==> config.mk <==
export PLATFORM = sky130hd
export DESIGN_NAME = table_interp_arccos_arcsin
export DESIGN_NICKNAME = d
export VERILOG_FILES = /design/src/rtl/core/tiap_pkg.sv /design/src/rtl/core/table_interp_arccos_arcsin.sv /design/src/rtl/core/tiap_interp.sv
export SDC_FILE = /design/constraint.sdc
export NUM_CORES = 1
export LEC_CHECK = 0
export BUFFER_PORTS_ARGS = -buffer_cell sky130_fd_sc_hd__buf_2
export CAP_MARGIN = 25
export CELL_PAD_IN_SITES_DETAIL_PLACEMENT = 0
export CELL_PAD_IN_SITES_GLOBAL_PLACEMENT = 2
export CORE_MARGIN = 3
export CORE_UTILIZATION = 41
export CTS_CLUSTER_DIAMETER = 30
export DETAILED_ROUTE_END_ITERATION = 12
export PLACE_DENSITY = 0.95
export SETUP_SLACK_MARGIN = 0.1
export SYNTH_ARGS = -nofsm -noshare
export SYNTH_HDL_FRONTEND = slang
export SYNTH_SLANG_ARGS = --single-unit
==> constraint.sdc <==
create_clock -name clk_i -period 29 [get_ports clk_i]
set_input_delay 1.45 -clock clk_i [delete_from_list [all_inputs] [get_ports clk_i]]
set_output_delay 1.45 -clock clk_i [all_outputs]
set_load 0.02 [all_outputs]
==> src/rtl/core/tiap_pkg.sv <==
// shared constants, types and rom tables for the arccos / arcsin interpolator
`default_nettype none
package tiap_pkg;

  // command codes
  typedef enum logic {
    CMD_ACOS = 1'b0,
    CMD_ASIN = 1'b1
  } cmd_e;

  // rom segment select
  typedef enum logic [1:0] {
    SEG_MAIN = 2'd0,
    SEG_NEAR = 2'd1,
    SEG_END  = 2'd2
  } seg_e;

  localparam int unsigned MAG_W   = 15;
  localparam int unsigned ANGLE_W = 16;
  localparam int unsigned IDX_W   = 6;
  localparam int unsigned FRAC_W  = 9;
  localparam int unsigned DIFF_W  = 10;
  localparam int unsigned PROD_W  = DIFF_W + FRAC_W;

  localparam logic [MAG_W-1:0]   NEAR_START  = 15'h7800;
  localparam logic [MAG_W-1:0]   END_START   = 15'h7FE0;
  localparam logic [MAG_W-1:0]   MAG_MAX     = 15'h7FFF;
  localparam logic [ANGLE_W-1:0] ACOS_NEG    = 16'hFFFF;
  localparam logic [ANGLE_W-1:0] ASIN_POS    = 16'h7FFF;
  localparam logic [ANGLE_W-1:0] ASIN_NEG    = 16'h8000;

  // coarse table, step 512 below 0x7800
  function automatic logic [ANGLE_W-1:0] main_rom_f(input logic [IDX_W-1:0] idx);
    logic [ANGLE_W-1:0] r;
    unique case (idx)
      6'd0:  r = 16'h8000; 6'd1:  r = 16'h7EBA; 6'd2:  r = 16'h7D74; 6'd3:  r = 16'h7C2D;
      6'd4:  r = 16'h7AE7; 6'd5:  r = 16'h79A0; 6'd6:  r = 16'h7859; 6'd7:  r = 16'h7711;
      6'd8:  r = 16'h75C9; 6'd9:  r = 16'h7480; 6'd10: r = 16'h7337; 6'd11: r = 16'h71EC;
      6'd12: r = 16'h70A1; 6'd13: r = 16'h6F55; 6'd14: r = 16'h6E07; 6'd15: r = 16'h6CB8;
      6'd16: r = 16'h6B68; 6'd17: r = 16'h6A17; 6'd18: r = 16'h68C4; 6'd19: r = 16'h6770;
      6'd20: r = 16'h661A; 6'd21: r = 16'h64C1; 6'd22: r = 16'h6367; 6'd23: r = 16'h620B;
      6'd24: r = 16'h60AD; 6'd25: r = 16'h5F4C; 6'd26: r = 16'h5DE9; 6'd27: r = 16'h5C83;
      6'd28: r = 16'h5B1A; 6'd29: r = 16'h59AE; 6'd30: r = 16'h583E; 6'd31: r = 16'h56CB;
      6'd32: r = 16'h5555; 6'd33: r = 16'h53DB; 6'd34: r = 16'h525C; 6'd35: r = 16'h50D9;
      6'd36: r = 16'h4F51; 6'd37: r = 16'h4DC5; 6'd38: r = 16'h4C32; 6'd39: r = 16'h4A9A;
      6'd40: r = 16'h48FC; 6'd41: r = 16'h4757; 6'd42: r = 16'h45AB; 6'd43: r = 16'h43F7;
      6'd44: r = 16'h423A; 6'd45: r = 16'h4075; 6'd46: r = 16'h3EA5; 6'd47: r = 16'h3CCB;
      6'd48: r = 16'h3AE5; 6'd49: r = 16'h38F1; 6'd50: r = 16'h36EF; 6'd51: r = 16'h34DC;
      6'd52: r = 16'h32B7; 6'd53: r = 16'h307D; 6'd54: r = 16'h2E2B; 6'd55: r = 16'h2BBD;
      6'd56: r = 16'h292E; 6'd57: r = 16'h2678; 6'd58: r = 16'h2391; 6'd59: r = 16'h206C;
      6'd60: r = 16'h1CF6;
      default: r = 16'h0000;
    endcase
    return r;
  endfunction

  // fine table, step 32 from 0x7800
  function automatic logic [ANGLE_W-1:0] near_rom_f(input logic [IDX_W-1:0] idx);
    logic [ANGLE_W-1:0] r;
    unique case (idx)
      6'd0:  r = 16'h1CF6; 6'd1:  r = 16'h1CBB; 6'd2:  r = 16'h1C80; 6'd3:  r = 16'h1C45;
      6'd4:  r = 16'h1C08; 6'd5:  r = 16'h1BCC; 6'd6:  r = 16'h1B8F; 6'd7:  r = 16'h1B51;
      6'd8:  r = 16'h1B13; 6'd9:  r = 16'h1AD4; 6'd10: r = 16'h1A95; 6'd11: r = 16'h1A55;
      6'd12: r = 16'h1A14; 6'd13: r = 16'h19D3; 6'd14: r = 16'h1992; 6'd15: r = 16'h194F;
      6'd16: r = 16'h190C; 6'd17: r = 16'h18C9; 6'd18: r = 16'h1884; 6'd19: r = 16'h183F;
      6'd20: r = 16'h17F9; 6'd21: r = 16'h17B3; 6'd22: r = 16'h176B; 6'd23: r = 16'h1723;
      6'd24: r = 16'h16DA; 6'd25: r = 16'h1690; 6'd26: r = 16'h1645; 6'd27: r = 16'h15F9;
      6'd28: r = 16'h15AC; 6'd29: r = 16'h155E; 6'd30: r = 16'h150F; 6'd31: r = 16'h14BE;
      6'd32: r = 16'h146D; 6'd33: r = 16'h141A; 6'd34: r = 16'h13C6; 6'd35: r = 16'h1370;
      6'd36: r = 16'h1319; 6'd37: r = 16'h12C1; 6'd38: r = 16'h1267; 6'd39: r = 16'h120B;
      6'd40: r = 16'h11AD; 6'd41: r = 16'h114E; 6'd42: r = 16'h10EC; 6'd43: r = 16'h1088;
      6'd44: r = 16'h1022; 6'd45: r = 16'h0FB9; 6'd46: r = 16'h0F4D; 6'd47: r = 16'h0EDE;
      6'd48: r = 16'h0E6C; 6'd49: r = 16'h0DF7; 6'd50: r = 16'h0D7D; 6'd51: r = 16'h0D00;
      6'd52: r = 16'h0C7D; 6'd53: r = 16'h0BF4; 6'd54: r = 16'h0B66; 6'd55: r = 16'h0AD0;
      6'd56: r = 16'h0A31; 6'd57: r = 16'h0989; 6'd58: r = 16'h08D3; 6'd59: r = 16'h080E;
      6'd60: r = 16'h0734; 6'd61: r = 16'h063D; 6'd62: r = 16'h0518; 6'd63: r = 16'h039A;
      default: r = 16'h0000;
    endcase
    return r;
  endfunction

  // endpoint table, step 8 from 0x7FE0, the default zero closes the final interval
  function automatic logic [ANGLE_W-1:0] end_rom_f(input logic [2:0] idx);
    logic [ANGLE_W-1:0] r;
    unique case (idx)
      3'd0:    r = 16'h039A;
      3'd1:    r = 16'h031E;
      3'd2:    r = 16'h028C;
      3'd3:    r = 16'h01CD;
      default: r = 16'h0000;
    endcase
    return r;
  endfunction

endpackage
`default_nettype wire

==> src/rtl/core/table_interp_arccos_arcsin.sv <==
// top level of the table interpolating arccos / arcsin unit
`default_nettype none
// Arccos / arcsin of a signed Q15 argument, result as a 16-bit binary angle
// (0x10000 is a half turn; arcsin results are two's complement bits). The
// magnitude is interpolated linearly in one of three constant tables: a
// coarse one below 0x7800, a fine one up to 0x7FDF and an endpoint one from
// 0x7FE0; a magnitude of 32768 is clamped to 32767. Timing: a word is taken
// into an input register, goes through one pass of table reads, a 10x9
// multiply and the sign mapping, and lands in the output register, where its
// result is shown; while the output is not stalled, one word is taken every
// cycle. That one register-to-register pass through the tables
// and the multiplier is what sets the clock. in_stall_o rises only when the
// input register is full and the output register is full and stalled.
module table_interp_arccos_arcsin (
  input  logic                           clk_i,
  input  logic                           rst_ni,
  input  logic                           in_valid_i,
  output logic                           in_stall_o,
  input  logic                           command_i,
  input  logic signed [15:0]             value_i,
  output logic                           out_valid_o,
  input  logic                           out_stall_i,
  output logic [tiap_pkg::ANGLE_W-1:0]   angle_o
);

  // input register
  logic                           s1_valid_q;
  logic                           s1_cmd_q;
  logic signed [15:0]             s1_value_q;
  // output register
  logic                           out_valid_q;
  logic [tiap_pkg::ANGLE_W-1:0]   angle_q;
  logic [tiap_pkg::ANGLE_W-1:0]   angle_d;

  logic                           s2_ready;
  logic                           s1_ready;
  logic                           in_take;
  logic                           neg;
  logic [15:0]                    mag_full;
  logic [tiap_pkg::MAG_W-1:0]     mag;
  logic [tiap_pkg::ANGLE_W-1:0]   mag_angle;
  tiap_pkg::cmd_e                 cmd;

  // handshake: output slot frees when empty or being taken
  assign s2_ready   = !out_valid_q || !out_stall_i;
  assign s1_ready   = !s1_valid_q || s2_ready;
  assign in_stall_o = !s1_ready;
  assign in_take    = in_valid_i && s1_ready;

  always_ff @(posedge clk_i or negedge rst_ni) begin
    if (!rst_ni) begin
      s1_valid_q <= 1'b0;
    end else if (s1_ready) begin
      s1_valid_q <= in_valid_i;
    end
  end

  // payload only loads on a taken word
  always_ff @(posedge clk_i) begin
    if (in_take) begin
      s1_cmd_q   <= command_i;
      s1_value_q <= value_i;
    end
  end

  // magnitude of the argument, most negative value clamped
  assign neg      = s1_value_q[15];
  assign mag_full = neg ? (~s1_value_q + 16'sd1) : s1_value_q;
  assign mag      = mag_full[15] ? tiap_pkg::MAG_MAX : mag_full[tiap_pkg::MAG_W-1:0];

  tiap_interp u_interp (
    .mag_i   (mag),
    .angle_o (mag_angle)
  );

  // quadrant mapping by command and sign
  assign cmd = tiap_pkg::cmd_e'(s1_cmd_q);

  always_comb begin
    unique case (cmd)
      tiap_pkg::CMD_ACOS: angle_d = neg ? (tiap_pkg::ACOS_NEG - mag_angle) : mag_angle;
      tiap_pkg::CMD_ASIN: angle_d = neg ? (mag_angle - tiap_pkg::ASIN_NEG)
                                        : (tiap_pkg::ASIN_POS - mag_angle);
      default:            angle_d = mag_angle;
    endcase
  end

  always_ff @(posedge clk_i or negedge rst_ni) begin
    if (!rst_ni) begin
      out_valid_q <= 1'b0;
    end else if (s2_ready) begin
      out_valid_q <= s1_valid_q;
    end
  end

  always_ff @(posedge clk_i) begin
    if (s2_ready && s1_valid_q) begin
      angle_q <= angle_d;
    end
  end

  assign out_valid_o = out_valid_q;
  assign angle_o     = angle_q;

`ifndef SYNTHESIS
  // a taken word always occupies the input register next cycle
  a_take_fills_s1: assert property (@(posedge clk_i) disable iff (!rst_ni)
    in_valid_i && !in_stall_o |=> s1_valid_q)
    else $error("accepted word not held in input register");

  // a word leaving the input register shows up as a result
  a_s1_moves_out: assert property (@(posedge clk_i) disable iff (!rst_ni)
    s1_valid_q && s2_ready |=> out_valid_o)
    else $error("word lost between input and output register");

  // stall only with both registers full and the output stalled
  a_stall_cause: assert property (@(posedge clk_i) disable iff (!rst_ni)
    in_stall_o |-> s1_valid_q && out_valid_q && out_stall_i)
    else $error("input stalled without a full pipeline");
`endif

endmodule
`default_nettype wire

==> src/rtl/core/tiap_interp.sv <==
// magnitude to angle by piecewise linear rom interpolation
`default_nettype none
module tiap_interp (
  input  logic [tiap_pkg::MAG_W-1:0]   mag_i,
  output logic [tiap_pkg::ANGLE_W-1:0] angle_o
);

  tiap_pkg::seg_e                  seg;
  logic [tiap_pkg::MAG_W-1:0]      near_off;
  logic [tiap_pkg::MAG_W-1:0]      end_off;
  logic [tiap_pkg::IDX_W-1:0]      idx;
  logic [tiap_pkg::IDX_W-1:0]      idx_nxt;
  logic [tiap_pkg::FRAC_W-1:0]     frac;
  logic [tiap_pkg::ANGLE_W-1:0]    t_val;
  logic [tiap_pkg::ANGLE_W-1:0]    u_val;
  logic [tiap_pkg::ANGLE_W-1:0]    diff_full;
  logic [tiap_pkg::DIFF_W-1:0]     diff;
  logic [tiap_pkg::PROD_W-1:0]     prod;
  logic [tiap_pkg::PROD_W-1:0]     scaled;

  assign near_off = mag_i - tiap_pkg::NEAR_START;
  assign end_off  = mag_i - tiap_pkg::END_START;

  always_comb begin
    if (mag_i >= tiap_pkg::END_START) begin
      seg = tiap_pkg::SEG_END;
    end else if (mag_i >= tiap_pkg::NEAR_START) begin
      seg = tiap_pkg::SEG_NEAR;
    end else begin
      seg = tiap_pkg::SEG_MAIN;
    end
  end

  // segment index, fraction and the two bracketing entries
  always_comb begin
    unique case (seg)
      tiap_pkg::SEG_END: begin
        idx   = {4'b0000, end_off[4:3]};
        frac  = {6'd0, end_off[2:0]};
      end
      tiap_pkg::SEG_NEAR: begin
        idx   = near_off[10:5];
        frac  = {4'd0, near_off[4:0]};
      end
      default: begin
        idx   = mag_i[14:9];
        frac  = mag_i[8:0];
      end
    endcase
  end

  assign idx_nxt = idx + 6'd1;

  always_comb begin
    unique case (seg)
      tiap_pkg::SEG_END: begin
        t_val = tiap_pkg::end_rom_f(idx[2:0]);
        u_val = tiap_pkg::end_rom_f(idx_nxt[2:0]);
      end
      tiap_pkg::SEG_NEAR: begin
        t_val = tiap_pkg::near_rom_f(idx);
        u_val = tiap_pkg::near_rom_f(idx_nxt);
      end
      default: begin
        t_val = tiap_pkg::main_rom_f(idx);
        u_val = tiap_pkg::main_rom_f(idx_nxt);
      end
    endcase
  end

  // tables are non-increasing and adjacent steps stay under 1024
  assign diff_full = t_val - u_val;
  assign diff      = diff_full[tiap_pkg::DIFF_W-1:0];
  assign prod      = {{tiap_pkg::FRAC_W{1'b0}}, diff} * {{tiap_pkg::DIFF_W{1'b0}}, frac};

  always_comb begin
    unique case (seg)
      tiap_pkg::SEG_END:  scaled = prod >> 3;
      tiap_pkg::SEG_NEAR: scaled = prod >> 5;
      default:            scaled = prod >> 9;
    endcase
  end

  assign angle_o = t_val - scaled[tiap_pkg::ANGLE_W-1:0];

endmodule
`default_nettype wire

After elaboration in Yosys (flattened, before gate mapping). Memory sizes are Yosys's and may differ from the RTL's. Cells that the tools add are included.

Register bits: 35. Memory bits (read-only): 3712. Input port bits: 21. Word-level logic and storage cells: 55. Memories: 4.

Memory list: (no name shown) (depth 64, width 16, rd ports 1, clocked after memory_dff 0, write ports 0, line tiap_pkg.sv:35) `unique case (idx)`; (no name shown) (depth 64, width 16, rd ports 1, clocked after memory_dff 0, write ports 0, line tiap_pkg.sv:35); (no name shown) (depth 64, width 13, rd ports 1, clocked after memory_dff 0, write ports 0, line tiap_pkg.sv:60) `unique case (idx)`; (no name shown) (depth 64, width 13, rd ports 1, clocked after memory_dff 0, write ports 0, line tiap_pkg.sv:60).

$add $sub $neg: 9. Multiply operators: 1. $lt $le $gt $ge: 2. Eq/ne operators: 8. Mux-type cells: 14. Bitwise gates (word level): 2. Reduce and logical (&&, ||, !) cells: 10.

Operators by type and width (count): one-hot mux 16 bit (2 select lines) (3); one-hot mux 10 bit (4 select lines) (2); 2-to-1 mux 16 bit (3); >= comparator 15 bit (second input constant) (2); one-hot mux 10 bit (2 select lines) (1); multiplier 10 x 9 -> 19 bit (1); one-hot mux 9 bit (2 select lines) (1); adder 16 x 2 -> 16 bit (second input constant) (1); NOT 16 bit (1); subtractor 15 x 16 -> 16 bit (first input constant) (1); subtractor 16 bit (1); subtractor 16 bit (first input constant) (1); subtractor 16 bit (second input constant) (1); 2-to-1 mux 15 bit (1); == test 3 x 2 -> 1 bit (second input constant) (4); one-hot mux 6 bit (2 select lines) (1); subtractor 11 x 1 -> 11 bit (second input constant) (1); subtractor 10 bit (1); adder 6 x 1 -> 6 bit (second input constant) (1); == test 3 x 1 -> 1 bit (second input constant) (2); logical NOT 3 bit (2); subtractor 5 x 1 -> 5 bit (second input constant) (1); logical NOT 1 bit (4); == test 2 x 1 -> 1 bit (second input constant) (1); 6 further kinds (8).

Longest topological paths before layout.
Depth after elaboration: 20. Gate-level depth with buffers: 64. Gate-level depth less buffers: 60.

By module. Synthesis repeated with hierarchy kept, for this count alone.

Cells, all modules: 1601. Area, all modules: 11013.1 um2.

Modules (own cells, without submodules): tiap_interp (instances 1, cells an instance 1477, area an instance 9385.3 um2); table_interp_arccos_arcsin (instances 1, cells an instance 124, area an instance 1627.8 um2).

Worst setup path before layout. No wires, ideal clock.

Path type: reg2reg. Start point: reg s1_value_q[0]. End point: reg angle_q (netlist bit angle_o[15]), data pin. Setup time: 0.260 ns. Arrival: 12.361 ns. Required time: 28.740 ns. Setup slack: 16.379 ns. Stages on the path, launching flop included: 59. Buffers on the path: 6. Period minus slack after synthesis: 12.621 ns. Cell sequence: edfxtp_1 inv_1 ha_1 or4b_4 or4_1 nand3_2 and2_1 a31oi_1 mux2i_2 inv_1 buf_2 buf_1 ha_1 ha_1 clkbuf_1 clkbuf_1 clkbuf_1 clkbuf_1 [... 23 more ...] xnor2_1 nand2_1 o21ai_0 inv_1 ha_1 nor2b_1 o21ai_0 nand2b_1 a21o_1 a21o_1 a21o_1 nand2_1 a21oi_1 o41ai_1 o21ai_0 o2bb2ai_1 o21bai_1 xnor2_1.

Cells in the longest elaborated chain, start to end: 20. Elaborated cells on any way between the ends: 41. Those cells by class: 9 x add/sub; 1 x mul; 2 x order compare; 8 x eq/ne; 14 x mux; 1 x bitwise; 2 x reduce/logical; 4 x memory.

RTL lines: from (decl) (line table_interp_arccos_arcsin.sv:29) `logic signed [15:0] s1_value_q;`; from (signal assigned) (line table_interp_arccos_arcsin.sv:62) `s1_value_q <= value_i;`; NOT 16 bit (line table_interp_arccos_arcsin.sv:68) `assign mag_full = neg ? (~s1_value_q + 16'sd1) : s1_value_q;`; adder 16 x 2 -> 16 bit (line table_interp_arccos_arcsin.sv:68); 2-to-1 mux 16 bit * (line table_interp_arccos_arcsin.sv:68); 2-to-1 mux 15 bit * (line table_interp_arccos_arcsin.sv:69) `assign mag = mag_full[15] ? tiap_pkg::MAG_MAX : mag_full[tiap_pkg::MAG_W-1:0];`; branches (longest 12 deep; another with multiplier 10 x 9 -> 19 bit); subtractor 16 bit * (line tiap_interp.sv:84) `assign angle_o = t_val - scaled[tiap_pkg::ANGLE_W-1:0];`; subtractor 15 x 16 -> 16 bit (tied with other cells) (line table_interp_arccos_arcsin.sv:83) `: (tiap_pkg::ASIN_POS - mag_angle);`; 2-to-1 mux 16 bit, on equally long branches (line table_interp_arccos_arcsin.sv:82, table_interp_arccos_arcsin.sv:81); one-hot mux 16 bit (2 select lines) * (line table_interp_arccos_arcsin.sv:80) `unique case (cmd)`; via angle_d (one bit) (line table_interp_arccos_arcsin.sv:33) `logic [tiap_pkg::ANGLE_W-1:0] angle_d;`; to (signal assigned) (line table_interp_arccos_arcsin.sv:98) `angle_q <= angle_d;`; to (decl) (line table_interp_arccos_arcsin.sv:32) `logic [tiap_pkg::ANGLE_W-1:0] angle_q;`.

Mark *: on every way through the listed nets, which the timed path passes. A chain may end at the register's enable or synchronous reset.

Final worst setup path.
Start point: reg s1_value_q[5]. End point: reg angle_q (netlist bit angle_o[14]), data pin.

The elaborated chain is that of the path after synthesis.

==> impl_metrics.json <==
{
  "firstDrtPassIters": 6,
  "critPathArrivalTime_ps": 15790,
  "period_share_pct": 54.35,
  "start_kind": "register",
  "crit_buf_inv": 10,
  "seqCellArea_mm2": 0.001041,
  "drc_errors": 0,
  "grt_pass1_wl_mm": 64.72,
  "vias": 11870,
  "slowest_stage": "ha_1",
  "period_needed_ps": 15760,
  "hp-class": "register to register",
  "synth_area_mm2": 0.01090,
  "fmax_ghz": 0.06344,
  "grt_antenna_before_repair": 0,
  "syn_to_final_growth_pct": 4.821,
  "grt_pass1_vias": 11140,
  "cts_tree": "yes",
  "fin_skew_ps": 3.790,
  "core-area_mm2": 0.02606,
  "cts_sinks": 35,
  "wl_per_cell_um": 22.87,
  "cp_max_fo": 76,
  "path_class": "register to register",
  "grt_max_degree": 77,
  "drt_iter0_drc": 1707,
  "slew_headroom_pct": 29.58,
  "htreeDepth": 2,
  "clkTransAtPathRegs_ps": 60,
  "drt-total-wl_mm": 41.43,
  "std_cell_rows": 59,
  "n_fill_cell": 2673,
  "clk-insertion-delay-late_ps": 280,
  "syn_inst": 1516,
  "seq_area_frac_synth_pct": 9.550,
  "cts_setup_buffers": 0,
  "grt_overflow_total": 0,
  "cts_max_path_buffers": 2,
  "dp_hpwl_mm": 29.44,
  "timing.setup.tns_ps": 0,
  "cts_root_buffer": "clkbuf_16",
  "synth-async-reset-ratio_pct": 5.714,
  "finalMaxSlewViolations": 0,
  "ant_nets": 0,
  "synthesis.nets": 1685,
  "yosys.cell_types.count": 97,
  "setup_viol": 0,
  "end_kind": "register",
  "status": "finished, final reports clean",
  "tightestPinTransition_ps": 1055,
  "cp_top_family": "compound AO/OA/AOI/OAI gates",
  "holdBufCountCts": 0,
  "drv_cap": 0,
  "synth-edff-count": 33,
  "die_height_um": 169.1,
  "ys_warn_count": 0,
  "post_cts_resized": 0,
  "place.gp.congestion": 0.9766,
  "cpMostUsedCell": "a21oi_1",
  "cts_buffers": 5,
  "multiInputGateArea_mm2": 0.009029,
  "hold_ws_ps": 480.7,
  "cp.required_ps": 29030,
  "finalHoldViolations": 0,
  "die_x_um": 169.1,
  "drive_gt1_share_pct": 8.666,
  "nets": 1645,
  "rsz0062_at_grt": "false",
  "die_area_mm2": 0.02858,
  "pin_count": 39,
  "grt_use_total_pct": 28.16,
  "ys.flop_type": "edfxtp_1",
  "slowest_delay_ps": 850,
  "syn-mean-instance-area_um2": 7.190,
  "ys_ff_latch": 35,
  "n_antenna_cell": 0,
  "initial_core_util_pct": 41.83,
  "io_buffers": 38,
  "via_per_inst": 6.551
}
## area by class of cell
class,instances,share of cell area [%]
clock inverter,3,0.1752
inverter,102,3.362
clock buffer,5,1.095
multi-input combinational,1265,79.02
tap,335,3.668
sequential,35,9.111
timing repair buffer,67,3.570
## per-layer routing
layer	routed length, um	GRT usage [%]	vias to the layer above
li1	-	-	5400
met1	17960	40.88	5644
met2	18010	42.91	700
met3	3928	4.110	126
met4	1529	9.386	0
met5	0	0	-
## final timing paths
check	startpoint	slack (ps)	to	cells past startpoint
worst max-delay path	s1_value_q[5]$_DFFE_PP_	13240	angle_o[14]$_DFFE_PP_	56
worst min-delay path	s1_valid_q$_DFFE_PN0N_	480	out_valid_o$_DFFE_PN0P_	1
worst max register to register	s1_value_q[5]$_DFFE_PP_	13240	angle_o[14]$_DFFE_PP_	56
worst min register to register	s1_valid_q$_DFFE_PN0N_	480	out_valid_o$_DFFE_PN0P_	1
max in group asynchronous	rst_ni	27960	out_valid_o$_DFFE_PN0P_	1
min in group asynchronous	rst_ni	950	s1_valid_q$_DFFE_PN0N_	1
## stage by stage
step	cell area (um^2)	instances	worst slack [ps]	utilization, %
3_5_place_dp	11280	1804	13560	43.29
5_1_grt	11430	1812	12220	43.85
4_1_cts	11430	1812	13510	43.85
6_report	11430	1812	13240	43.85
3_3_place_gp	11280	1804	13870	43.29
2_1_floorplan	10900	1516	16380	-
## sequential cells by signal (all words and copies together) (netlist names)
signal / cells
cmd: 1
angle_o: 16
s1_valid_q: 1
s1_value_q: 16
out_valid_o: 1
## cells in the mapped netlist (27+ instances only)
cell type  instances  area (um^2)
nand2_1          198        743.2
nor2_1           161        604.3
a21oi_1          127        635.6
o21ai_0           99        495.5
inv_1             98        367.9
ha_1              89         1114
clkbuf_1          60        225.2
fa_1              59         1181
nand3_1           52        260.3
xnor2_1           50        437.9
edfxtp_1          33        991.0
nor3_1            32        160.2
buf_2             30        150.1
o211ai_1          27        202.7
## placed cells by master, fill, tap and decap left out, types with 9 or more instances in the layout
cell      synthesis  layout
a211oi_1         25      25
a21o_1           15      15
a21oi_1         127     126
a221oi_1          9       9
a311oi_1         11      11
a31oi_1          26      26
a32oi_1          16      16
buf_2            30      38
buf_4             3      29
edfxtp_1         33      33
fa_1             59      59
ha_1             89      88
inv_1            98      98
nand2_1         198     198
nand2b_1         10      10
nand3_1          52      52
nor2_1          161     160
nor3_1           32      32
nor3b_1           9       9
o211ai_1         27      27
o21ai_0          99      99
o21ai_1           9       9
o21bai_1         13      13
o22ai_1          14      14
o311ai_0         14      14
xnor2_1          50      47
xor2_1           19      18
## kinds of logic (layout without fill, tap and decap cells)
family / Yosys count / in the layout / share of synthesized area [%]
and+or+nand+nor: 539 / 539 / 22.95
AOI/OAI and AO/OA: 493 / 493 / 30.61
buffers and inverters: 216 / 177 / 8.104
adders and majority gates: 148 / 148 / 21.05
xor gates and xnor gates: 71 / 71 / 5.843
DFF: 35 / 35 / 9.550
muxes: 14 / 14 / 1.894
Power is not shown: default switching activity piles up to over one toggle a cycle in this logic, so the estimate is an artifact.
